**config.mk**
```make
export PLATFORM = sky130hd
export DESIGN_NAME = segment_between_markers
export DESIGN_NICKNAME = d
export VERILOG_FILES = /design/src/hw/rtl/smb_pkg.sv /design/src/hw/rtl/segment_between_markers.sv /design/src/hw/rtl/smb_front.sv /design/src/hw/rtl/smb_queue.sv /design/src/hw/rtl/smb_back.sv
export SDC_FILE = /design/constraint.sdc
export NUM_CORES = 1
export LEC_CHECK = 0
export ABC_CLOCK_PERIOD_IN_PS = 7200
export BUFFER_PORTS_ARGS = -buffer_cell sky130_fd_sc_hd__buf_2
export CELL_PAD_IN_SITES_DETAIL_PLACEMENT = 0
export CELL_PAD_IN_SITES_GLOBAL_PLACEMENT = 1
export CORE_ASPECT_RATIO = 0.75
export CORE_MARGIN = 2
export CORE_UTILIZATION = 40
export DETAILED_ROUTE_END_ITERATION = 10
export PLACE_DENSITY_LB_ADDON = 0.15
export SETUP_SLACK_MARGIN = 0.2
export SLEW_MARGIN = 15
export SYNTH_ARGS = -nofsm -noshare
export SYNTH_HDL_FRONTEND = slang
export SYNTH_SLANG_ARGS = --single-unit
```
**constraint.sdc**
```tcl
create_clock -name i_clk -period 7.2 [get_ports i_clk]
set_input_delay 0.72 -clock i_clk [delete_from_list [all_inputs] [get_ports i_clk]]
set_output_delay 0.72 -clock i_clk [all_outputs]
set_load 0.03 [all_outputs]
```
**src/hw/rtl/smb_pkg.sv**
```systemverilog
// Shared types and constants for the segment-between-markers block.
`default_nettype none

package smb_pkg;

    // Longest marker in bytes, and the window of bytes kept for matching.
    localparam int MARKER_BYTES = 8;
    localparam int LEN_W        = 4;
    localparam int BYTE_IDX_W   = $clog2(MARKER_BYTES);

    // Depth of the queue between the matching front and the output back.
    localparam int QUEUE_DEPTH = 4;
    localparam int QPTR_W      = $clog2(QUEUE_DEPTH);

    // Configuration register indexes.
    localparam logic [1:0] CFG_START_MARKER     = 2'd0;
    localparam logic [1:0] CFG_START_MARKER_LEN = 2'd1;
    localparam logic [1:0] CFG_END_MARKER       = 2'd2;
    localparam logic [1:0] CFG_END_MARKER_LEN   = 2'd3;

    typedef logic [MARKER_BYTES-1:0][7:0] t_window;

    // Phase of the string being scanned.
    typedef enum logic [1:0] {
        PH_SEEK,
        PH_COLLECT,
        PH_DONE
    } t_phase;

    // Marker configuration as seen by the front.
    typedef struct packed {
        t_window            start_marker;
        logic [LEN_W-1:0]   start_len;
        t_window            end_marker;
        logic [LEN_W-1:0]   end_len;
    } t_cfg;

    // One output job: nbytes bytes from data (lowest first), the last byte
    // flagged done when done_last is set, then one bare done item if tail.
    typedef struct packed {
        t_window            data;
        logic [LEN_W-1:0]   nbytes;
        logic               done_last;
        logic               tail;
    } t_job;

    // Queue status seen by the front and the back.
    typedef struct packed {
        logic full;
        logic empty;
    } t_q_status;

    // Marker length clipped to the window size.
    function automatic logic [LEN_W-1:0] eff_len(input logic [LEN_W-1:0] v);
        logic [LEN_W-1:0] cap;
        cap = LEN_W'(MARKER_BYTES);
        return (v > cap) ? cap : v;
    endfunction

endpackage

`default_nettype wire

```
**src/hw/rtl/segment_between_markers.sv**
```systemverilog
// Top level of the segment-between-markers block.
//
//  Channel   Direction  Ports                        Payload
//  s_axis    in         tvalid/tready/tdata/tlast    tdata = text_byte, tlast = string_end
//  m_axis    out        tvalid/tready/tdata/tuser/   tdata = segment_byte,
//                       tlast                        tuser = byte_present, tlast = segment_done
//  cfg       in         i_cfg_valid/o_cfg_ready      i_cfg_index, i_cfg_data
//
// One input byte is taken per cycle while the four-entry job queue has room;
// the marker compare over the eight-byte window finishes in that same cycle.
// The back emits one result item per cycle while m_axis_tready allows, so a byte that flushes
// the held window (up to eight items) occupies the output until all of them are taken.
// Synchronous active-low reset clears phase, window, queue and output valid.
// Output stalls back up into the queue and then into s_axis_tready.
`default_nettype none

module segment_between_markers (
    input  wire logic         i_clk,
    input  wire logic         i_rst_n,
    input  wire logic         s_axis_tvalid,
    output logic              s_axis_tready,
    input  wire logic [7:0]   s_axis_tdata,   // [7:0] text_byte
    input  wire logic         s_axis_tlast,
    output logic              m_axis_tvalid,
    input  wire logic         m_axis_tready,
    output logic [7:0]        m_axis_tdata,   // [7:0] segment_byte
    output logic              m_axis_tuser,   // [0] byte_present
    output logic              m_axis_tlast,
    input  wire logic         i_cfg_valid,
    output logic              o_cfg_ready,
    input  wire logic [1:0]   i_cfg_index,
    input  wire logic [63:0]  i_cfg_data
);
    import smb_pkg::*;

    t_cfg       r_cfg;
    t_job       front_job;
    logic       front_job_valid;
    t_job       q_head;
    t_q_status  q_status;
    logic       back_pop;
    logic       in_accept;

    assign o_cfg_ready   = 1'b1;
    assign s_axis_tready = !q_status.full;
    assign in_accept     = s_axis_tvalid && s_axis_tready;

    // Configuration registers.
    always_ff @(posedge i_clk) begin
        if (!i_rst_n) begin
            r_cfg <= '0;
        end else if (i_cfg_valid) begin
            unique case (i_cfg_index)
                CFG_START_MARKER:     r_cfg.start_marker <= i_cfg_data;
                CFG_START_MARKER_LEN: r_cfg.start_len    <= i_cfg_data[LEN_W-1:0];
                CFG_END_MARKER:       r_cfg.end_marker   <= i_cfg_data;
                CFG_END_MARKER_LEN:   r_cfg.end_len      <= i_cfg_data[LEN_W-1:0];
                default: ;
            endcase
        end
    end

    smb_front u_front (
        .i_clk       (i_clk),
        .i_rst_n     (i_rst_n),
        .i_accept    (in_accept),
        .i_byte      (s_axis_tdata),
        .i_last      (s_axis_tlast),
        .i_cfg       (r_cfg),
        .o_job       (front_job),
        .o_job_valid (front_job_valid)
    );

    smb_queue u_queue (
        .i_clk    (i_clk),
        .i_rst_n  (i_rst_n),
        .i_push   (in_accept && front_job_valid),
        .i_job    (front_job),
        .i_pop    (back_pop),
        .o_head   (q_head),
        .o_status (q_status)
    );

    smb_back u_back (
        .i_clk        (i_clk),
        .i_rst_n      (i_rst_n),
        .i_head       (q_head),
        .i_head_valid (!q_status.empty),
        .o_pop        (back_pop),
        .i_ready      (m_axis_tready),
        .o_valid      (m_axis_tvalid),
        .o_byte       (m_axis_tdata),
        .o_present    (m_axis_tuser),
        .o_done       (m_axis_tlast)
    );

    // A bare item always closes a segment and carries a zero byte.
    a_bare_is_done: assert property (@(posedge i_clk) disable iff (!i_rst_n)
        (m_axis_tvalid && !m_axis_tuser) |-> (m_axis_tlast && m_axis_tdata == 8'h00))
        else $error("bare result item without segment_done or with data");

    // The queue cannot be full and empty at once.
    a_queue_status: assert property (@(posedge i_clk) disable iff (!i_rst_n)
        !(q_status.full && q_status.empty))
        else $error("job queue reports full and empty together");

    // The back pops only a job that is present.
    a_pop_nonempty: assert property (@(posedge i_clk) disable iff (!i_rst_n)
        back_pop |-> !q_status.empty)
        else $error("job popped from an empty queue");

endmodule

`default_nettype wire

```
**src/hw/rtl/smb_front.sv**
```systemverilog
// Front part: tracks the marker window per byte and builds output jobs.
`default_nettype none

module smb_front (
    input  wire logic           i_clk,
    input  wire logic           i_rst_n,
    input  wire logic           i_accept,
    input  wire logic [7:0]     i_byte,
    input  wire logic           i_last,
    input  wire smb_pkg::t_cfg  i_cfg,
    output smb_pkg::t_job       o_job,
    output logic                o_job_valid
);
    import smb_pkg::*;

    t_phase            r_phase, n_phase;
    t_window           r_win, n_win;
    logic [LEN_W-1:0]  r_bip, n_bip;

    logic [LEN_W-1:0]  len;
    logic [LEN_W-1:0]  bip_c;
    logic [LEN_W-1:0]  bip_p;
    logic [LEN_W-1:0]  bip_s;
    t_window           win_p;
    t_window           win_s;
    t_window           mk;
    t_window           mk_ref;
    logic              full;
    logic              hit;

    // Push the new byte into the window and compare with the active marker.
    always_comb begin
        len   = (r_phase == PH_SEEK) ? eff_len(i_cfg.start_len) : eff_len(i_cfg.end_len);
        bip_c = (r_bip > len - LEN_W'(1)) ? len - LEN_W'(1) : r_bip;
        mk    = (r_phase == PH_SEEK) ? i_cfg.start_marker : i_cfg.end_marker;
        for (int i = 0; i < MARKER_BYTES; i++) begin
            if (LEN_W'(i) < bip_c) begin
                win_p[i] = r_win[i];
            end else if (LEN_W'(i) == bip_c) begin
                win_p[i] = i_byte;
            end else begin
                win_p[i] = 8'h00;
            end
            mk_ref[i] = (LEN_W'(i) < len) ? mk[i] : 8'h00;
        end
        for (int i = 0; i < MARKER_BYTES - 1; i++) begin
            win_s[i] = win_p[i+1];
        end
        win_s[MARKER_BYTES-1] = 8'h00;
        bip_p = bip_c + LEN_W'(1);
        bip_s = bip_p - LEN_W'(1);
        full  = (bip_p == len);
        hit   = full && (win_p == mk_ref);
    end

    // Next phase.
    always_comb begin
        n_phase = r_phase;
        unique case (r_phase)
            PH_SEEK: begin
                if (i_last) begin
                    n_phase = PH_SEEK;
                end else if (len != '0 && hit) begin
                    n_phase = PH_COLLECT;
                end
            end
            PH_COLLECT: begin
                if (i_last) begin
                    n_phase = PH_SEEK;
                end else if (len != '0 && hit) begin
                    n_phase = PH_DONE;
                end
            end
            PH_DONE: begin
                if (i_last) begin
                    n_phase = PH_SEEK;
                end
            end
            default: n_phase = PH_SEEK;
        endcase
    end

    // Window update and the job that this byte causes.
    always_comb begin
        n_win       = r_win;
        n_bip       = r_bip;
        o_job       = '0;
        o_job_valid = 1'b0;
        unique case (r_phase)
            PH_SEEK: begin
                if (len != '0) begin
                    if (hit) begin
                        n_win = '0;
                        n_bip = '0;
                    end else if (full) begin
                        n_win = win_s;
                        n_bip = bip_s;
                    end else begin
                        n_win = win_p;
                        n_bip = bip_p;
                    end
                end
                if (i_last) begin
                    n_win       = '0;
                    n_bip       = '0;
                    o_job.tail  = 1'b1;
                    o_job_valid = 1'b1;
                end
            end
            PH_COLLECT: begin
                if (len == '0) begin
                    // No end marker: every byte passes straight through.
                    n_win           = '0;
                    n_bip           = '0;
                    o_job.data[0]   = i_byte;
                    o_job.nbytes    = LEN_W'(1);
                    o_job.done_last = i_last;
                    o_job_valid     = 1'b1;
                end else if (hit) begin
                    // End marker complete: held bytes are dropped.
                    n_win       = '0;
                    n_bip       = '0;
                    o_job.tail  = 1'b1;
                    o_job_valid = 1'b1;
                end else begin
                    n_win      = full ? win_s : win_p;
                    n_bip      = full ? bip_s : bip_p;
                    o_job.data = win_p;
                    if (i_last) begin
                        // Oldest byte if the window is full, then the held rest.
                        n_win           = '0;
                        n_bip           = '0;
                        o_job.nbytes    = bip_p;
                        o_job.done_last = full ? (bip_s != '0) : (bip_p != '0);
                        o_job.tail      = full ? (bip_s == '0) : (bip_p == '0);
                        o_job_valid     = 1'b1;
                    end else if (full) begin
                        o_job.nbytes = LEN_W'(1);
                        o_job_valid  = 1'b1;
                    end
                end
            end
            PH_DONE: begin
                if (i_last) begin
                    n_win = '0;
                    n_bip = '0;
                end
            end
            default: begin
                n_win = '0;
                n_bip = '0;
            end
        endcase
    end

    // State registers advance on each accepted item.
    always_ff @(posedge i_clk) begin
        if (!i_rst_n) begin
            r_phase <= PH_SEEK;
            r_win   <= '0;
            r_bip   <= '0;
        end else if (i_accept) begin
            r_phase <= n_phase;
            r_win   <= n_win;
            r_bip   <= n_bip;
        end
    end

endmodule

`default_nettype wire

```
**src/hw/rtl/smb_queue.sv**
```systemverilog
// Short job queue between the front and the back.
`default_nettype none

module smb_queue (
    input  wire logic           i_clk,
    input  wire logic           i_rst_n,
    input  wire logic           i_push,
    input  wire smb_pkg::t_job  i_job,
    input  wire logic           i_pop,
    output smb_pkg::t_job       o_head,
    output smb_pkg::t_q_status  o_status
);
    import smb_pkg::*;

    t_job               r_mem [QUEUE_DEPTH];
    logic [QPTR_W-1:0]  r_wptr, r_rptr;
    logic [QPTR_W:0]    r_count;
    logic               do_push;
    logic               do_pop;

    assign o_status.full  = (r_count == (QPTR_W+1)'(QUEUE_DEPTH));
    assign o_status.empty = (r_count == '0);
    assign do_push        = i_push && !o_status.full;
    assign do_pop         = i_pop && !o_status.empty;
    assign o_head         = r_mem[r_rptr];

    // Storage.
    always_ff @(posedge i_clk) begin
        if (do_push) begin
            r_mem[r_wptr] <= i_job;
        end
    end

    // Pointers and fill count.
    always_ff @(posedge i_clk) begin
        if (!i_rst_n) begin
            r_wptr  <= '0;
            r_rptr  <= '0;
            r_count <= '0;
        end else begin
            if (do_push) begin
                r_wptr <= r_wptr + QPTR_W'(1);
            end
            if (do_pop) begin
                r_rptr <= r_rptr + QPTR_W'(1);
            end
            if (do_push && !do_pop) begin
                r_count <= r_count + (QPTR_W+1)'(1);
            end else if (do_pop && !do_push) begin
                r_count <= r_count - (QPTR_W+1)'(1);
            end
        end
    end

endmodule

`default_nettype wire

```
**src/hw/rtl/smb_back.sv**
```systemverilog
// Back part: walks each job and emits its items through an output register.
`default_nettype none

module smb_back (
    input  wire logic           i_clk,
    input  wire logic           i_rst_n,
    input  wire smb_pkg::t_job  i_head,
    input  wire logic           i_head_valid,
    output logic                o_pop,
    input  wire logic           i_ready,
    output logic                o_valid,
    output logic [7:0]          o_byte,
    output logic                o_present,
    output logic                o_done
);
    import smb_pkg::*;

    logic [LEN_W-1:0]  r_idx;
    logic              r_valid;
    logic [7:0]        r_byte;
    logic              r_present;
    logic              r_done;

    logic              load;
    logic [LEN_W-1:0]  items;
    logic              last_item;
    logic              is_byte;

    // Item selection within the head job.
    always_comb begin
        load      = !r_valid || i_ready;
        items     = i_head.nbytes + LEN_W'(i_head.tail);
        last_item = (r_idx == items - LEN_W'(1));
        is_byte   = (r_idx < i_head.nbytes);
        o_pop     = load && i_head_valid && last_item;
    end

    // Output register and item counter.
    always_ff @(posedge i_clk) begin
        if (!i_rst_n) begin
            r_valid <= 1'b0;
            r_idx   <= '0;
        end else if (load) begin
            r_valid <= i_head_valid;
            if (i_head_valid) begin
                r_idx <= last_item ? '0 : r_idx + LEN_W'(1);
            end
        end
    end

    always_ff @(posedge i_clk) begin
        if (load && i_head_valid) begin
            r_byte    <= is_byte ? i_head.data[r_idx[BYTE_IDX_W-1:0]] : 8'h00;
            r_present <= is_byte;
            r_done    <= is_byte ? (i_head.done_last && last_item) : 1'b1;
        end
    end

    assign o_valid   = r_valid;
    assign o_byte    = r_byte;
    assign o_present = r_present;
    assign o_done    = r_done;

endmodule

`default_nettype wire

```
==> results of run 1 <==
## worst paths after layout
kind                 startpoint             endpoint  slack, ps  cells after the start
max          u_front.r_phase[1]  u_queue.r_mem[3][0]        370                     21
min              i_cfg_data[29]           r_cfg[101]        370                      3
max reg2reg  u_front.r_phase[1]  u_queue.r_mem[3][0]        370                     21
min reg2reg           r_cfg[21]            r_cfg[21]        460                      2
## synthesized netlist by cell type, types with 7 or more instances
library cell,n
a21boi_0,132
a21o_1,8
a21oi_1,95
a22oi_1,28
a31oi_1,13
a32o_1,7
and2_1,77
and3_1,16
buf_1,10
buf_2,17
buf_6,8
clkbuf_1,119
dfxtp_1,220
edfxtp_1,290
ha_1,22
inv_1,29
mux2_2,20
mux2i_1,51
mux4_2,86
nand2_1,502
nand2b_1,11
nand3_1,15
nand4_1,15
nor2_1,113
nor2b_1,35
nor3_1,17
nor4_1,9
o211ai_1,8
o21ai_0,54
o21ai_1,58
o22ai_1,12
xnor2_1,41
xor2_1,25
## per-stage QoR
| stage | setup TNS (ps) | hold slack, ps |
|---|---|---|
| floorplan | 0 | 439 |
| global placement | 0 | 449 |
| detailed placement | -254 | 455 |
| CTS | 0 | 340 |
| global route | 0 | 361 |
| finish | 0 | 366 |
## worst max-delay path, cell delays in order (launching register included)
cell,delay (ps)
dfxtp_1,450
or4b_4,610
o21ai_4,160
inv_4,90
ha_1,270
xnor2_4,200
inv_2,50
ha_1,310
and4b_1,240
a211oi_1,360
buf_4,280
o21ai_0,220
o21ai_2,430
mux2i_1,860
xor2_1,200
nand4_1,90
nor4_1,290
nand4_1,350
nor4_2,400
buf_4,180
nand2_1,70
a21oi_1,410
## logic make-up after synthesis
logic type / synth area share (%)
and+or+nand+nor: 15.5
DFF: 53.0
AOI/OAI and AO/OA: 13.7
buffers and inverters: 3.21
muxes: 10.9
xor gates and xnor gates: 2.45
adders and majority gates: 1.19
other: 0.0152
## report_power, final
part | internal, µW | leakage (µW) | switching, µW
logic | 374 | 0.00435 | 589
clock network | 1580 | 0.000849 | 1190
registers | 3210 | 0.00440 | 69.2
total | 5160 | 0.00960 | 1840
## final cells by class
type | count | area, µm²
Fill cell | 5672 | 32700
Tap cell | 800 | 1000
Inverter | 33 | 128
Multi-Input combinational cell | 1587 | 10900
Timing Repair Buffer | 179 | 1220
Sequential cell | 510 | 13100
Clock inverter | 25 | 236
Clock buffer | 75 | 1510
## flip-flops by register name, indices dropped and copies added, names as in the netlist, named ones only
register / count
r_cfg: 136
u_back.o_byte: 8
u_back.o_done: 1
u_back.o_present: 1
u_back.o_valid: 1
u_back.r_idx: 4
u_front.r_bip: 4
u_front.r_phase: 2
u_front.r_win: 64
u_queue.r_count: 3
u_queue.r_mem: 280
u_queue.r_rptr: 2
u_queue.r_wptr: 2
## per-layer routing
| metal | share of wire [%] | vias to the layer above | wire [µm] |
|---|---|---|---|
| li1 | - | 8387 | - |
| met1 | 48 | 9045 | 38300 |
| met2 | 43 | 605 | 33600 |
| met3 | 6.8 | 93 | 5410 |
| met4 | 2.1 | 0 | 1690 |
| met5 | 0 | - | 0 |
## what timing repair did
action                     in CTS  in global routing
resized for setup               2                 18
setup endpoints to repair     268                342
setup buffers                   0                  3
gates cloned                    0                  0
pin swaps                       0                  2
==> impl_metrics.env, run 1 <==
export IMPL_synth_edff_count=290
export IMPL_fp_row_count=78
export IMPL_synth_cell_types=102
export IMPL_cellLeakagePower_uw=0.00960
export IMPL_die_h_um=219
export IMPL_vias=18100
export IMPL_slew_viol_final=0
export IMPL_drt_total_wl_um=79000
export IMPL_vias_per_cell=5.65
export IMPL_hold_viol_final=0
export IMPL_root_buffer="clkbuf_16"
export IMPL_synth_top_flop_cell="edfxtp_1"
export IMPL_cp_end_kind="register"
export IMPL_synthCells=2285
export IMPL_placed_area_um2=26300
export IMPL_stdcell_count=3209
export IMPL_synth_seq_cells=510
export IMPL_ys_warn_count=0
export IMPL_rsz0062_at_grt="false"
export IMPL_arrival_ps=7190
export IMPL_drive_gt1_share_pct=17.8
export IMPL_drc=0
export IMPL_finalSetupViolCount=0
export IMPL_synth_area_leaders="edfxtp_1, dfxtp_1, mux4_2, nand2_1, a21boi_0"
export IMPL_num_antenna_cells=0
export IMPL_dpl_hpwl_um=55200
export IMPL_grt_overflow=0
export IMPL_cp_max_fo=15
export IMPL_grt_pass1_wl_um=118000
export IMPL_htreeDepth=2
export IMPL_top_usage_layer="met1"
export IMPL_gp_congestion=0.922
export IMPL_die_w_um=291
export IMPL_mostFrequentLayoutCells="nand2_1, edfxtp_1, dfxtp_1"
export IMPL_yosysTopAreaCellShare_pct=35.2
export IMPL_path_clk_slew_ps=60
export IMPL_io_pins=93
export IMPL_use_met3_pct=3.99
export IMPL_drtIter0Drc=1665
export IMPL_dp_slack_ps=-16.5
export IMPL_grt_usage_pct=24.9
export IMPL_die_area_um2=63800
export IMPL_grt_use_met1_pct=38.0
export IMPL_fin_crit_ps=6830
export IMPL_ant_nets=0
export IMPL_finish_instance_area_um2=28100
export IMPL_cts_tree="yes"
export IMPL_maxCapViolCount=0
export IMPL_utilization_pct=46.3
export IMPL_gr_usage_met2_pct=36.7
export IMPL_clkLatencyLatePin_ps=620
export IMPL_cts_made_buffers=53
export IMPL_start_kind="register"
export IMPL_core_area_um2=60800
export IMPL_maxSlewHeadroom_pct=31.0
export IMPL_port_buffers=91
export IMPL_synth_area_leader_cell="edfxtp_1"
export IMPL_fin_skew_ps=24.1
export IMPL_start_util_pct=40.7
export IMPL_fin_nets=2467
export IMPL_total_power_uw=7000
export IMPL_setup_slack_ps=371
export IMPL_outcome="finished, final reports clean"
export IMPL_layout_commonest_cell="nand2_1"
export IMPL_syn_avg_cell_area_um2=10.8
export IMPL_cts_max_path_buffers=3
export IMPL_ctsHoldBuffers=0
export IMPL_crit_required_ps=7560
export IMPL_hp_class="in2reg"
export IMPL_worst_setup_path_type="reg2reg"
export IMPL_yosysSeqAreaShare_pct=53.0
export IMPL_syn_nets=2388
export IMPL_post_route_period_util_pct=94.9
export IMPL_irDropWorstVdd_v=0.000156
export IMPL_syn_area_um2=24700
export IMPL_tightestPinTransition_ps=1020
export IMPL_async_reset_ff_share_pct=0
export IMPL_syn2layout_area_growth_pct=13.9
export IMPL_dp_cells=3106
export IMPL_power_density_nw_per_um2=249
export IMPL_clock_sinks=510
export IMPL_max_clock_freq_mhz=146
export IMPL_antenna_found_initial=0
export IMPL_drt_pass1_iter_count=5
export IMPL_grt_max_degree=89
export IMPL_grt_pass1_vias=17600
export IMPL_wl_per_cell_um=24.6
(Power assumes the default switching activity.)
==> run 2: changes to the inputs <==
--- a/config.mk
+++ b/config.mk
@@ -9,7 +9,6 @@
 export BUFFER_PORTS_ARGS = -buffer_cell sky130_fd_sc_hd__buf_2
 export CELL_PAD_IN_SITES_DETAIL_PLACEMENT = 0
 export CELL_PAD_IN_SITES_GLOBAL_PLACEMENT = 1
-export CORE_ASPECT_RATIO = 0.75
 export CORE_MARGIN = 2
 export CORE_UTILIZATION = 40
 export DETAILED_ROUTE_END_ITERATION = 10
@@ -19,3 +18,4 @@
 export SYNTH_ARGS = -nofsm -noshare
 export SYNTH_HDL_FRONTEND = slang
 export SYNTH_SLANG_ARGS = --single-unit
+export TNS_END_PERCENT = 10
==> impl_metrics.env, run 2 (same netlist as run 1, synthesis figures left out) <==
export IMPL_power_density_nw_per_um2=254
export IMPL_grt_overflow=0
export IMPL_crit_buf_inv=4
export IMPL_cp_slowest_cell="a32o_1"
export IMPL_mostFrequentLayoutCells="nand2_1, edfxtp_1, dfxtp_1"
export IMPL_r2r_cells=21
export IMPL_vias_per_cell=5.64
export IMPL_fin_skew_ps=21.5
export IMPL_regMostFlops="u_queue.r_mem"
export IMPL_worstPathCellList="or4b_4, o21ai_4, inv_4, ha_1, xnor2_4, inv_2, ha_1, and4b_1, a211oi_1, buf_4, a311oi_4, a32o_1, mux2i_2, xor2_1, nand4_1, nor4_1, nand4_1, nor4_2, buf_4, or2_2, a21oi_1"
export IMPL_die_h_um=253
export IMPL_worstReg2RegEnd="u_queue.r_mem[0][12]"
export IMPL_r2r_start="u_front.r_phase[1]"
export IMPL_grt_usage_pct=24.3
export IMPL_worst_setup_path_type="reg2reg"
export IMPL_endpoint="u_queue.r_mem[0][12]"
export IMPL_grt_pass1_wl_um=116000
export IMPL_outcome="finished, final reports clean"
export IMPL_die_area_um2=63800
export IMPL_top_regs="u_queue.r_mem x280, r_cfg x136, u_front.r_win x64"
export IMPL_multi_input_area_um2=10900
export IMPL_layout_commonest_cell="nand2_1"
export IMPL_hold_path_depth=3
export IMPL_maxCapViolCount=0
export IMPL_syn2layout_area_growth_pct=13.9
export IMPL_finalSetupViolCount=0
export IMPL_hp_class="in2reg"
export IMPL_ctsHoldBuffers=0
export IMPL_seqCellArea_um2=13100
export IMPL_maxSlewHeadroom_pct=23.7
export IMPL_vias=18000
export IMPL_setup_worst_path_start="u_front.r_phase[1]"
export IMPL_tightestPinTransition_ps=1140
export IMPL_cellLeakagePower_uw=0.00962
export IMPL_fin_nets=2463
export IMPL_clock_sinks=510
export IMPL_path_delay_family="simple AND/OR/NAND/NOR gates"
export IMPL_io_pins=93
export IMPL_cp_depth=21
export IMPL_rrSetupSlack_ps=390
export IMPL_arrival_ps=7120
export IMPL_htreeDepth=2
export IMPL_root_buffer="clkbuf_16"
export IMPL_post_route_period_util_pct=94.5
export IMPL_n_fill_cell=5676
export IMPL_crit_required_ps=7510
export IMPL_hold_viol_final=0
export IMPL_cts_max_path_buffers=3
export IMPL_cts_made_buffers=56
export IMPL_cp_end_kind="register"
export IMPL_wl_per_cell_um=24.3
export IMPL_tns_ps=0
export IMPL_dpl_hpwl_um=53000
export IMPL_drtIter0Drc=1553
export IMPL_fin_crit_ps=6810
export IMPL_cts_tree="yes"
export IMPL_grt_max_degree=117
export IMPL_slew_viol_final=0
export IMPL_drt_total_wl_um=77500
export IMPL_path_clk_slew_ps=60
export IMPL_port_buffers=91
export IMPL_rsz0062_at_grt="true"
export IMPL_die_w_um=253
export IMPL_critPathMaxStageDelay_ps=680
export IMPL_drc=0
export IMPL_fp_row_count=91
export IMPL_grt_pass1_vias=17600
export IMPL_max_clock_freq_mhz=147
export IMPL_drt_pass1_iter_count=5
export IMPL_clkLatencyLatePin_ps=620
export IMPL_start_kind="register"
export IMPL_largest_reg_flops=280
export IMPL_antenna_found_initial=3
export IMPL_core_area_um2=61400
export IMPL_cp_max_fo=10
export IMPL_fin_hold_ws_ps=362
export IMPL_gp_congestion=0.947
export IMPL_irDropWorstVdd_v=0.000177
export IMPL_start_util_pct=40.3
export IMPL_drive_gt1_share_pct=17.9
export IMPL_ant_nets=0
## run 2: area by class of cell
type	count	area share (%)
sequential	510	46.6
multi-input combinational	1587	38.8
clock buffer	83	5.80
timing repair buffer	172	3.96
tap	790	3.51
clock inverter	20	0.880
inverter	33	0.453
antenna	1	0.00889
## run 2: what timing repair did
item                                   4_1_cts  5_1_grt
gates resized for setup                      5       10
setup endpoints to repair                  248      366
pin swaps                                    1        2
buffers inserted                             0        5
endpoints found under the hold margin        0        0
## run 2: metal layers
metal	track usage [%]	part of all wire, %	routed length [µm]
met1	33.6	45	34600
met2	40.0	48	36900
met3	3.45	5.1	3960
met4	6.66	2.6	2020
met5	0	0.044	34
## run 2: worst register-to-register path, cell delays in order (launching register included)
cell and delay (ps):
dfxtp_1 390, or4b_4 590, o21ai_4 160, inv_4 100, ha_1 270, xnor2_4 190, inv_2 50, ha_1 320
and4b_1 260, a211oi_1 90, buf_4 210, a311oi_4 510, a32o_1 690, mux2i_2 610, xor2_1 240, nand4_1 110
nor4_1 230, nand4_1 380, nor4_2 490, buf_4 200, or2_2 250, a21oi_1 180
## run 2: through the flow
step	utilization [%]	instance area (µm²)	std cells	total power (µW)	setup slack, ps
floorplan	-	24700	2285	3970	-324
global placement	42.7	26200	3087	4300	65.3
detailed placement	42.7	26200	3087	4310	-124
CTS	45.8	28100	3190	7230	250
global route	45.9	28100	3195	7410	179
finish	45.9	28200	3196	7150	394
## run 2: power breakdown
group | switching [µW] | total (µW) | internal (µW)
Clock | 1200 | 2920 | 1720
Sequential | 72.7 | 3280 | 3210
Combinational | 571 | 945 | 373
## run 2: worst min path at each step
stage / from / to / slack, ps
2_1_floorplan: r_cfg[129] / r_cfg[129] / 440
3_3_place_gp: r_cfg[132] / r_cfg[132] / 450
3_5_place_dp: r_cfg[55] / r_cfg[55] / 460
4_1_cts: i_cfg_data[52] / r_cfg[124] / 330
5_1_grt: i_cfg_data[43] / r_cfg[47] / 350
6_report: i_cfg_data[43] / r_cfg[115] / 360
